File: config.mk
export PLATFORM = sky130hd
export DESIGN_NAME = morse_code_led_transmitter_core
export DESIGN_NICKNAME = d
export VERILOG_FILES = /design/src/rtl/mclt_pkg.sv /design/src/rtl/mclt_seq.sv /design/src/rtl/morse_code_led_transmitter_core.sv
export SDC_FILE = /design/constraint.sdc
export NUM_CORES = 1
export LEC_CHECK = 0
export BUFFER_PORTS_ARGS = -buffer_cell sky130_fd_sc_hd__buf_2
export CORE_ASPECT_RATIO = 1.1
export CORE_MARGIN = 2
export CORE_UTILIZATION = 37
export DETAILED_ROUTE_END_ITERATION = 12
export PLACE_DENSITY = 0.65
export SLEW_MARGIN = 20
export SYNTH_ARGS = -nofsm -noshare
export SYNTH_HDL_FRONTEND = slang
export SYNTH_SLANG_ARGS = --single-unit
File: constraint.sdc
create_clock -name clk -period 9.2 [get_ports clk]
set_input_delay 0.46 -clock clk [delete_from_list [all_inputs] [get_ports clk]]
set_output_delay 0.46 -clock clk [all_outputs]
set_load 0.01 [all_outputs]
File: src/rtl/mclt_pkg.sv
package mclt_pkg;

	localparam int TIMER_BITS_DEF = 20;
	localparam int DIT_W          = 16;
	localparam int LED_W          = 3;
	localparam int DITS_W         = 4;
	localparam int PROD_W         = DIT_W + DITS_W;
	localparam int CFG_IDX_W      = 2;

	localparam logic [7:0] PAT_START   = 8'h35;
	localparam logic [7:0] PAT_END     = 8'h45;
	localparam logic [7:0] PAT_SPACE   = 8'h01;
	localparam logic [7:0] START_MASK  = 8'h10;
	localparam logic [7:0] LOWER_LIMIT = 8'd96;
	localparam logic [7:0] CODE_CR     = 8'd13;
	localparam logic [7:0] CODE_LF     = 8'd10;

	localparam logic [DITS_W-1:0] GAP_SYMBOL = 4'd1;
	localparam logic [DITS_W-1:0] GAP_DAH    = 4'd3;
	localparam logic [DITS_W-1:0] GAP_LETTER = 4'd3;
	localparam logic [DITS_W-1:0] GAP_WORD   = 4'd7;
	localparam logic [DITS_W-1:0] GAP_POLL   = 4'd15;
	localparam logic [DITS_W-1:0] GAP_SPACE  = 4'd4;

	localparam logic [DIT_W-1:0] DIT_TICKS_RST = 16'd300;
	localparam logic [LED_W-1:0] LED_ON_RST    = 3'd7;
	localparam logic [LED_W-1:0] LED_OFF_RST   = 3'd0;

	typedef enum logic [CFG_IDX_W-1:0] {
		REG_DIT_TICKS = 2'd0,
		REG_LED_ON    = 2'd1,
		REG_LED_OFF   = 2'd2
	} cfg_reg_t;

	typedef enum logic [2:0] {
		MODE_IDLE  = 3'd0,
		MODE_START = 3'd1,
		MODE_STOP  = 3'd2,
		MODE_CHAR  = 3'd3,
		MODE_SPACE = 3'd4
	} mode_t;

	typedef struct packed {
		logic             busy_res;
		logic             char_taken;
		logic [LED_W-1:0] led_value;
		logic             led_lit;
	} result_t;

	function automatic logic [7:0] code_lookup(input logic [5:0] idx);
		logic [7:0] r;
		case (idx)
			6'd0:  r = 8'h01; 6'd1:  r = 8'h6b; 6'd2:  r = 8'h52; 6'd3:  r = 8'h3b;
			6'd4:  r = 8'h26; 6'd5:  r = 8'h2c; 6'd6:  r = 8'h28; 6'd7:  r = 8'h5e;
			6'd8:  r = 8'h36; 6'd9:  r = 8'h6d; 6'd10: r = 8'h2d; 6'd11: r = 8'h2a;
			6'd12: r = 8'h73; 6'd13: r = 8'h61; 6'd14: r = 8'h55; 6'd15: r = 8'h32;
			6'd16: r = 8'h3f; 6'd17: r = 8'h2f; 6'd18: r = 8'h27; 6'd19: r = 8'h23;
			6'd20: r = 8'h21; 6'd21: r = 8'h20; 6'd22: r = 8'h30; 6'd23: r = 8'h38;
			6'd24: r = 8'h3c; 6'd25: r = 8'h3e; 6'd26: r = 8'h78; 6'd27: r = 8'h6a;
			6'd28: r = 8'h29; 6'd29: r = 8'h31; 6'd30: r = 8'h3a; 6'd31: r = 8'h4c;
			6'd32: r = 8'h5a; 6'd33: r = 8'h05; 6'd34: r = 8'h18; 6'd35: r = 8'h1a;
			6'd36: r = 8'h0c; 6'd37: r = 8'h02; 6'd38: r = 8'h12; 6'd39: r = 8'h0e;
			6'd40: r = 8'h10; 6'd41: r = 8'h04; 6'd42: r = 8'h17; 6'd43: r = 8'h0d;
			6'd44: r = 8'h14; 6'd45: r = 8'h07; 6'd46: r = 8'h06; 6'd47: r = 8'h0f;
			6'd48: r = 8'h16; 6'd49: r = 8'h1d; 6'd50: r = 8'h0a; 6'd51: r = 8'h08;
			6'd52: r = 8'h03; 6'd53: r = 8'h09; 6'd54: r = 8'h11; 6'd55: r = 8'h0b;
			6'd56: r = 8'h19; 6'd57: r = 8'h1b; 6'd58: r = 8'h1c; 6'd59: r = 8'h1e;
			6'd60: r = 8'h88; 6'd61: r = 8'h34; 6'd62: r = 8'h1f; 6'd63: r = 8'h4d;
			default: r = 8'h00;
		endcase
		return r;
	endfunction

	// highest set bit as a one-hot mask, zero for zero
	function automatic logic [7:0] top_bit(input logic [7:0] p);
		logic [7:0] r;
		r = 8'h00;
		for (int i = 0; i < 8; i++) begin
			if (p[i]) begin
				r = 8'(1 << i);
			end
		end
		return r;
	endfunction

endpackage

File: src/rtl/mclt_seq.sv
module mclt_seq #(
	parameter int TIMER_BITS = mclt_pkg::TIMER_BITS_DEF
) (
	input  logic                         clk,
	input  logic                         arst_n,
	input  logic                         step_en,
	input  logic                         char_valid,
	input  logic [7:0]                   char_code,
	input  logic [mclt_pkg::DIT_W-1:0]   dit_ticks,
	input  logic [mclt_pkg::LED_W-1:0]   led_on_value,
	input  logic [mclt_pkg::LED_W-1:0]   led_off_value,
	output mclt_pkg::result_t            res,
	output logic [TIMER_BITS-1:0]        ticks_left
);
	import mclt_pkg::*;

	localparam int CMP_W = (TIMER_BITS > PROD_W) ? TIMER_BITS : PROD_W;

	mode_t               mode_q, mode_d;
	logic [7:0]          pat_q, pat_d;
	logic [7:0]          mask_q, mask_d;
	logic                on_q, on_d;
	logic [LED_W-1:0]    val_q, val_d;
	logic [TIMER_BITS-1:0] ticks_q, ticks_d, ticks_dec;
	logic                took;

	logic [7:0]          code_fold;
	logic [7:0]          fetch_pat;
	logic [7:0]          p;
	logic [7:0]          m;
	logic                timer_en;
	logic [DITS_W-1:0]   dits;
	logic [PROD_W-1:0]   prod;
	logic [CMP_W-1:0]    prod_w;
	logic [CMP_W-1:0]    max_w;

	// character fetch
	always_comb begin
		code_fold = (char_code > LOWER_LIMIT) ? char_code - 8'd32 : char_code;
		if (!char_valid) begin
			fetch_pat = 8'h00;
		end else if (char_code == CODE_CR || char_code == CODE_LF) begin
			fetch_pat = PAT_END;
		end else if (char_code == 8'h00) begin
			fetch_pat = 8'h00;
		end else begin
			fetch_pat = code_lookup(6'(code_fold - 8'd32));
		end
	end

	// next state
	always_comb begin
		mode_d    = mode_q;
		pat_d     = pat_q;
		mask_d    = mask_q;
		on_d      = on_q;
		val_d     = val_q;
		took      = 1'b0;
		timer_en  = 1'b0;
		dits      = GAP_SYMBOL;
		p         = fetch_pat;
		m         = 8'h00;
		ticks_dec = (ticks_q != '0) ? ticks_q - 1'b1 : ticks_q;

		if (ticks_dec == '0) begin
			if (mode_q == MODE_IDLE) begin
				took  = char_valid;
				pat_d = fetch_pat;
				if (fetch_pat != 8'h00) begin
					mode_d   = MODE_CHAR;
					if (fetch_pat == PAT_SPACE) begin
						mode_d = MODE_START;
						pat_d  = PAT_START;
						mask_d = START_MASK - 8'h01;
					end else begin
						mask_d = top_bit(fetch_pat);
					end
					on_d     = 1'b0;
					timer_en = 1'b1;
					dits     = GAP_SYMBOL;
				end
			end else if (on_q) begin
				dits = GAP_SYMBOL;
				if (mask_q == 8'h01) begin
					dits = GAP_LETTER;
					if (mode_q == MODE_START) begin
						dits   = GAP_WORD;
						mode_d = MODE_SPACE;
					end else if (mode_q == MODE_STOP) begin
						dits   = GAP_WORD;
						mode_d = MODE_IDLE;
					end
				end
				on_d     = 1'b0;
				timer_en = 1'b1;
			end else begin
				m      = mask_q >> 1;
				mask_d = m;
				if (m != 8'h00) begin
					on_d     = 1'b1;
					timer_en = 1'b1;
					dits     = ((pat_q & m) != 8'h00) ? GAP_DAH : GAP_SYMBOL;
				end else begin
					took  = char_valid;
					pat_d = fetch_pat;
					if (fetch_pat == 8'h00 && mode_q != MODE_SPACE) begin
						timer_en = 1'b1;
						dits     = GAP_POLL;
					end else begin
						if (fetch_pat == 8'h00) begin
							mode_d = MODE_STOP;
							p      = PAT_END;
						end
						if (p == PAT_SPACE && mode_q != MODE_SPACE) begin
							mode_d   = MODE_SPACE;
							pat_d    = p;
							on_d     = 1'b0;
							timer_en = 1'b1;
							dits     = GAP_SPACE;
						end else begin
							if (p == PAT_SPACE) begin
								mode_d = MODE_START;
								p      = PAT_START;
							end
							pat_d    = p;
							m        = top_bit(p) >> 1;
							mask_d   = m;
							on_d     = 1'b1;
							timer_en = 1'b1;
							dits     = ((p & m) != 8'h00) ? GAP_DAH : GAP_SYMBOL;
						end
					end
				end
			end
		end

		if (timer_en && !(on_d == on_q && mode_q != MODE_IDLE && !on_q && dits == GAP_POLL
			&& mask_d == 8'h00 && fetch_pat == 8'h00)) begin
			val_d = on_d ? led_on_value : led_off_value;
		end
	end

	// duration, saturated to the timer width
	always_comb begin
		prod    = PROD_W'(dits) * PROD_W'(dit_ticks);
		prod_w  = CMP_W'(prod);
		max_w   = CMP_W'({TIMER_BITS{1'b1}});
		ticks_d = ticks_dec;
		if (timer_en) begin
			ticks_d = (prod_w > max_w) ? max_w[TIMER_BITS-1:0] : prod_w[TIMER_BITS-1:0];
		end
	end

	always_ff @(posedge clk or negedge arst_n) begin
		if (!arst_n) begin
			mode_q  <= MODE_IDLE;
			pat_q   <= 8'h00;
			mask_q  <= 8'h00;
			on_q    <= 1'b0;
			val_q   <= '0;
			ticks_q <= '0;
		end else if (step_en) begin
			mode_q  <= mode_d;
			pat_q   <= pat_d;
			mask_q  <= mask_d;
			on_q    <= on_d;
			val_q   <= val_d;
			ticks_q <= ticks_d;
		end
	end

	always_comb begin
		res.led_lit    = on_d;
		res.led_value  = val_d;
		res.char_taken = took;
		res.busy_res   = (mode_d != MODE_IDLE);
	end

	assign ticks_left = ticks_q;

endmodule

File: src/rtl/morse_code_led_transmitter_core.sv
// Morse code LED transmitter. Every input transfer is one timer tick that may offer an ASCII
// character; every tick yields exactly one result transfer with the LED state after that tick
// and whether the character was consumed. CR and LF send the end prosign, letters are folded
// to upper case. The block takes one tick per clock cycle unless the output stalls. A tick sits in an
// input register, the sequencer step (table lookup, priority encode, one 4x16 multiply for the
// duration) runs from it and lands in the output register when the output can advance. An
// output stall holds the input register and then backpressures the input side.
module morse_code_led_transmitter_core #(
	parameter int TIMER_BITS = mclt_pkg::TIMER_BITS_DEF
) (
	input  logic                             clk,
	input  logic                             arst_n,
	input  logic                             s_tvalid,
	output logic                             s_tready,
	input  logic [15:0]                      s_tdata,  // char_valid, char_code, zero fill
	output logic                             m_tvalid,
	input  logic                             m_tready,
	output logic [7:0]                       m_tdata,  // led_lit, led_value, char_taken, busy_res, zero fill
	input  logic                             cfg_we,
	input  logic [mclt_pkg::CFG_IDX_W-1:0]   cfg_index,
	input  logic [mclt_pkg::DIT_W-1:0]       cfg_wdata
);
	import mclt_pkg::*;

	logic                  valid_s1;
	logic                  char_valid_s1;
	logic [7:0]            char_code_s1;
	logic                  adv;
	result_t               res;
	result_t               out_q;
	logic                  out_valid_q;
	logic [DIT_W-1:0]      dit_ticks_q;
	logic [LED_W-1:0]      led_on_q;
	logic [LED_W-1:0]      led_off_q;
	logic [TIMER_BITS-1:0] ticks_left;

	assign adv      = valid_s1 && (!out_valid_q || m_tready);
	assign s_tready = !valid_s1 || adv;

	always_ff @(posedge clk or negedge arst_n) begin
		if (!arst_n) begin
			dit_ticks_q <= DIT_TICKS_RST;
			led_on_q    <= LED_ON_RST;
			led_off_q   <= LED_OFF_RST;
		end else if (cfg_we) begin
			case (cfg_index)
				REG_DIT_TICKS: dit_ticks_q <= cfg_wdata;
				REG_LED_ON:    led_on_q    <= cfg_wdata[LED_W-1:0];
				REG_LED_OFF:   led_off_q   <= cfg_wdata[LED_W-1:0];
				default:       ;
			endcase
		end
	end

	always_ff @(posedge clk or negedge arst_n) begin
		if (!arst_n) begin
			valid_s1 <= 1'b0;
		end else if (s_tready) begin
			valid_s1 <= s_tvalid;
		end
	end

	always_ff @(posedge clk) begin
		if (s_tvalid && s_tready) begin
			char_valid_s1 <= s_tdata[0];
			char_code_s1  <= s_tdata[8:1];
		end
	end

	mclt_seq #(
		.TIMER_BITS(TIMER_BITS)
	) u_seq (
		.clk          (clk),
		.arst_n       (arst_n),
		.step_en      (adv),
		.char_valid   (char_valid_s1),
		.char_code    (char_code_s1),
		.dit_ticks    (dit_ticks_q),
		.led_on_value (led_on_q),
		.led_off_value(led_off_q),
		.res          (res),
		.ticks_left   (ticks_left)
	);

	always_ff @(posedge clk or negedge arst_n) begin
		if (!arst_n) begin
			out_valid_q <= 1'b0;
		end else if (adv) begin
			out_valid_q <= 1'b1;
		end else if (m_tready) begin
			out_valid_q <= 1'b0;
		end
	end

	always_ff @(posedge clk) begin
		if (adv) begin
			out_q <= res;
		end
	end

	assign m_tvalid = out_valid_q;
	assign m_tdata  = {2'b00, out_q.busy_res, out_q.char_taken, out_q.led_value, out_q.led_lit};

	a_stall_has_result: assert property (@(posedge clk) disable iff (!arst_n)
		!s_tready |-> m_tvalid)
		else $error("input stalled without a pending result");

	a_timer_counts_down: assert property (@(posedge clk) disable iff (!arst_n)
		(adv && ticks_left > TIMER_BITS'(1)) |=> ticks_left == $past(ticks_left) - 1'b1)
		else $error("timer did not count down while running");

	a_taken_only_when_offered: assert property (@(posedge clk) disable iff (!arst_n)
		(adv && res.char_taken) |-> char_valid_s1)
		else $error("character taken that was not offered");

endmodule
==> impl_metrics.ini <==
[grt]
grt_pass1_vias = 6231
grt_pass1_wl_mm = 31.2
grt_max_degree = 67
antenna_found_initial = 0
overflow = 0
grtUsageTotal_pct = 17.4

[power_and_ir_drop]
ir_worst_vdd_v = 0.000153
p_per_area_nw_per_um2 = 165
swShare_pct = 37.1
p_leak_uw = 0.00355
power_frac_seq_pct = 39.0
pwr-share-comb_pct = 31.9
clock_power_share_pct = 29.1
p_int_uw = 863
switching_power_uw = 509

[detailed_routing]
ant_nets = 0
drtIter0Drc = 570
wl_per_cell_um = 16.0
drc = 0
num_vias = 6637
totalWireLength_mm = 18.4
dr.pass1.iters = 7
avgViaCountPerCell = 5.77

[job]
max_cap_viol_count = 0

[clock_tree]
cts-resized-gates = 0
cts_tree = done
clock_latency_ns = 0.35
clockBufferDepth = 2
holdBufCountCts = 0
cts_setup_buffers = 0
clkSlewWorstSetupHoldPaths_ns = 0.07
htreeDepth = 3
numCtsBuffers = 9
cts_num_sinks = 81
cts_root_buffer = clkbuf_16

[timing]
fin_crit_ns = 7.76
finalCritPeriodShare_pct = 84.3
rsz0062_at_grt = false
slew_headroom_pct = 40.4
setup-tns-final_ns = 0
slew_viol_final = 0
fin_skew_ns = 0.00799
hold_violations = 0
setup_viol = 0
tightest_slew_ns = 0.894
clock.fmax_mhz = 129

[yosys]
ys_seq_area_share_pct = 27.9
ys_types = 89
synth.avg_cell_area_sq_um = 8.60
synthCells = 880
ys.flop_type = dfrtp_1
ys_ff_latch = 81
synthArstFlopShare_pct = 81.5
synth_warnings = 0
synth_edf_count = 15
syn_area_sq_um = 7570

[place]
placed_cells = 1135
gp_congestion = 0.891
dp_hpwl_mm = 13.3
io_buffers = 39

[floorplanning]
die_height_um = 154
pin_count = 49
die_w_um = 140
start_util_pct = 38.0
fp.dieArea_sq_um = 21600
core_sq_um = 19900
rows = 54

[final_layout]
n_antenna_cell = 0
drive_gt1_share_pct = 13.3
area_delta_synth_final_pct = 9.53
final_common_cell = nand2_1
post-route-util_pct = 41.6
fin_cells = 1151
finalNetCount = 997
final_cell_mix = nand2_1, a21oi_1, and2_1, inv_1, dfrtp_1

[setup_path]
critPathCaptureType = flop
cp.arrival_ns = 7.97
startpoint_type = flop
crit_fanout = 16
cp_data_required_time_ns = 9.41
critPathKind = reg2reg
critPathSlowestCell = or4_4
slowest_delay_ns = 0.69

[min_path]
hold_path_class = in2reg

[status]
status = completed
## path summary, 6_finish.rpt
kind                                            start                               end  slack [ns]  depth (start not counted)
setup / recovery            char_code_s1[0]$_DFFE_PP_  u_seq.ticks_left[17]$_DFFE_PN0P_        1.44                         28
hold / removal                             s_tdata[4]         char_code_s1[3]$_DFFE_PP_        0.28                          1
setup reg to reg            char_code_s1[0]$_DFFE_PP_  u_seq.ticks_left[17]$_DFFE_PN0P_        1.44                         28
hold reg to reg            u_seq.val_q[1]$_DFFE_PN0P_        u_seq.val_q[1]$_DFFE_PN0P_        0.49                          2
max in group asynchronous                      arst_n        dit_ticks_q[7]$_DFFE_PN0P_        8.28                          2
min in group asynchronous                      arst_n       dit_ticks_q[14]$_DFFE_PN0P_        0.31                          2
## cell families (layout without fill, tap and decap cells)
kind of cell	Yosys count	count (layout)	share of synthesized area, %
and+or+nand+nor	305	305	21.4
AOI/OAI and AO/OA	251	251	22.3
buffers and inverters	114	132	6.15
DFF	81	81	27.9
adders and majority gates	64	64	13.4
muxes	41	41	6.18
xor gates and xnor gates	23	23	2.66
other	1	2	0.0495
## state kept, by name, summed over array words and instances (netlist names)
| signal | cells |
|---|---|
| u_seq.ticks_left | 20 |
| dit_ticks_q | 16 |
| char_code_s1 | 8 |
| u_seq.mask_q | 8 |
| u_seq.pat_q | 7 |
| m_tdata | 6 |
| led_off_q | 3 |
| led_on_q | 3 |
| u_seq.mode_q | 3 |
| u_seq.val_q | 3 |
| char_valid_s1 | 1 |
| m_tvalid | 1 |
| u_seq.on_q | 1 |
| valid_s1 | 1 |
## final cells by class
type,count,area [sq um]
clock buffer,9,225
multi-input combinational,686,5010
clock inverter,7,98.8
timing repair buffer,52,293
fill,1949,11600
sequential,81,2110
tap,252,315
inverter,64,240
## Yosys cell counts (9+ instances only)
library cell / n / area [sq um]
nand3_1: 15 / 75.1
inv_1: 60 / 225
a21o_1: 12 / 90.1
fa_1: 28 / 561
nand2_1: 73 / 274
buf_2: 15 / 75.1
mux2_2: 23 / 259
ha_1: 36 / 450
dfrtp_1: 59 / 1480
edfxtp_1: 15 / 450
o21ai_0: 30 / 150
mux2i_1: 13 / 130
o31ai_1: 11 / 82.6
clkbuf_1: 29 / 109
a31oi_1: 19 / 119
nor2b_1: 11 / 68.8
xor2_1: 13 / 114
xnor2_1: 10 / 87.6
and2_1: 60 / 375
nor3_1: 27 / 135
nor2_1: 50 / 188
o21ai_1: 28 / 140
or3_1: 9 / 56.3
a21oi_1: 62 / 310
## worst max-delay path, delay by kind of cell, from the launching register on
kind	cells	cell delay, ns
and+or+nand+nor	7	1.58
adders and majority gates	4	1.61
AOI/OAI and AO/OA	13	3.08
DFF	1	0.61
buffers and inverters	4	0.72
## power by group through the flow
stage	logic [uW]	clock network [uW]	registers (uW)
after floorplan	358	0	493
after detailed placement	430	0	538
after CTS	434	408	533
after global placement	422	0	538
after global routing	488	426	550
final	438	399	536
## routing by layer
| metal | global-route usage, % | vias to the layer above | share of wire (%) |
|---|---|---|---|
| met3 | 2.99 | 42 | 4.5 |
| met2 | 27.7 | 194 | 46 |
| met1 | 23.8 | 3195 | 46 |
| met4 | 6.69 | 0 | 3.2 |
| met5 | 0 | - | 0 |
| li1 | - | 3206 | - |
## through the flow
step	total power (uW)	worst slack [ns]	area (sq um)	hold slack [ns]
after CTS	1370	1.43	8290	0.277
after detailed placement	969	1.49	7970	0.477
after global placement	960	1.57	7960	0.468
after global routing	1460	0.756	8290	0.268
after floorplan	850	2.44	7580	0.164
final	1370	1.44	8290	0.285
No activity file was read; power rests on OpenSTA's default activity.
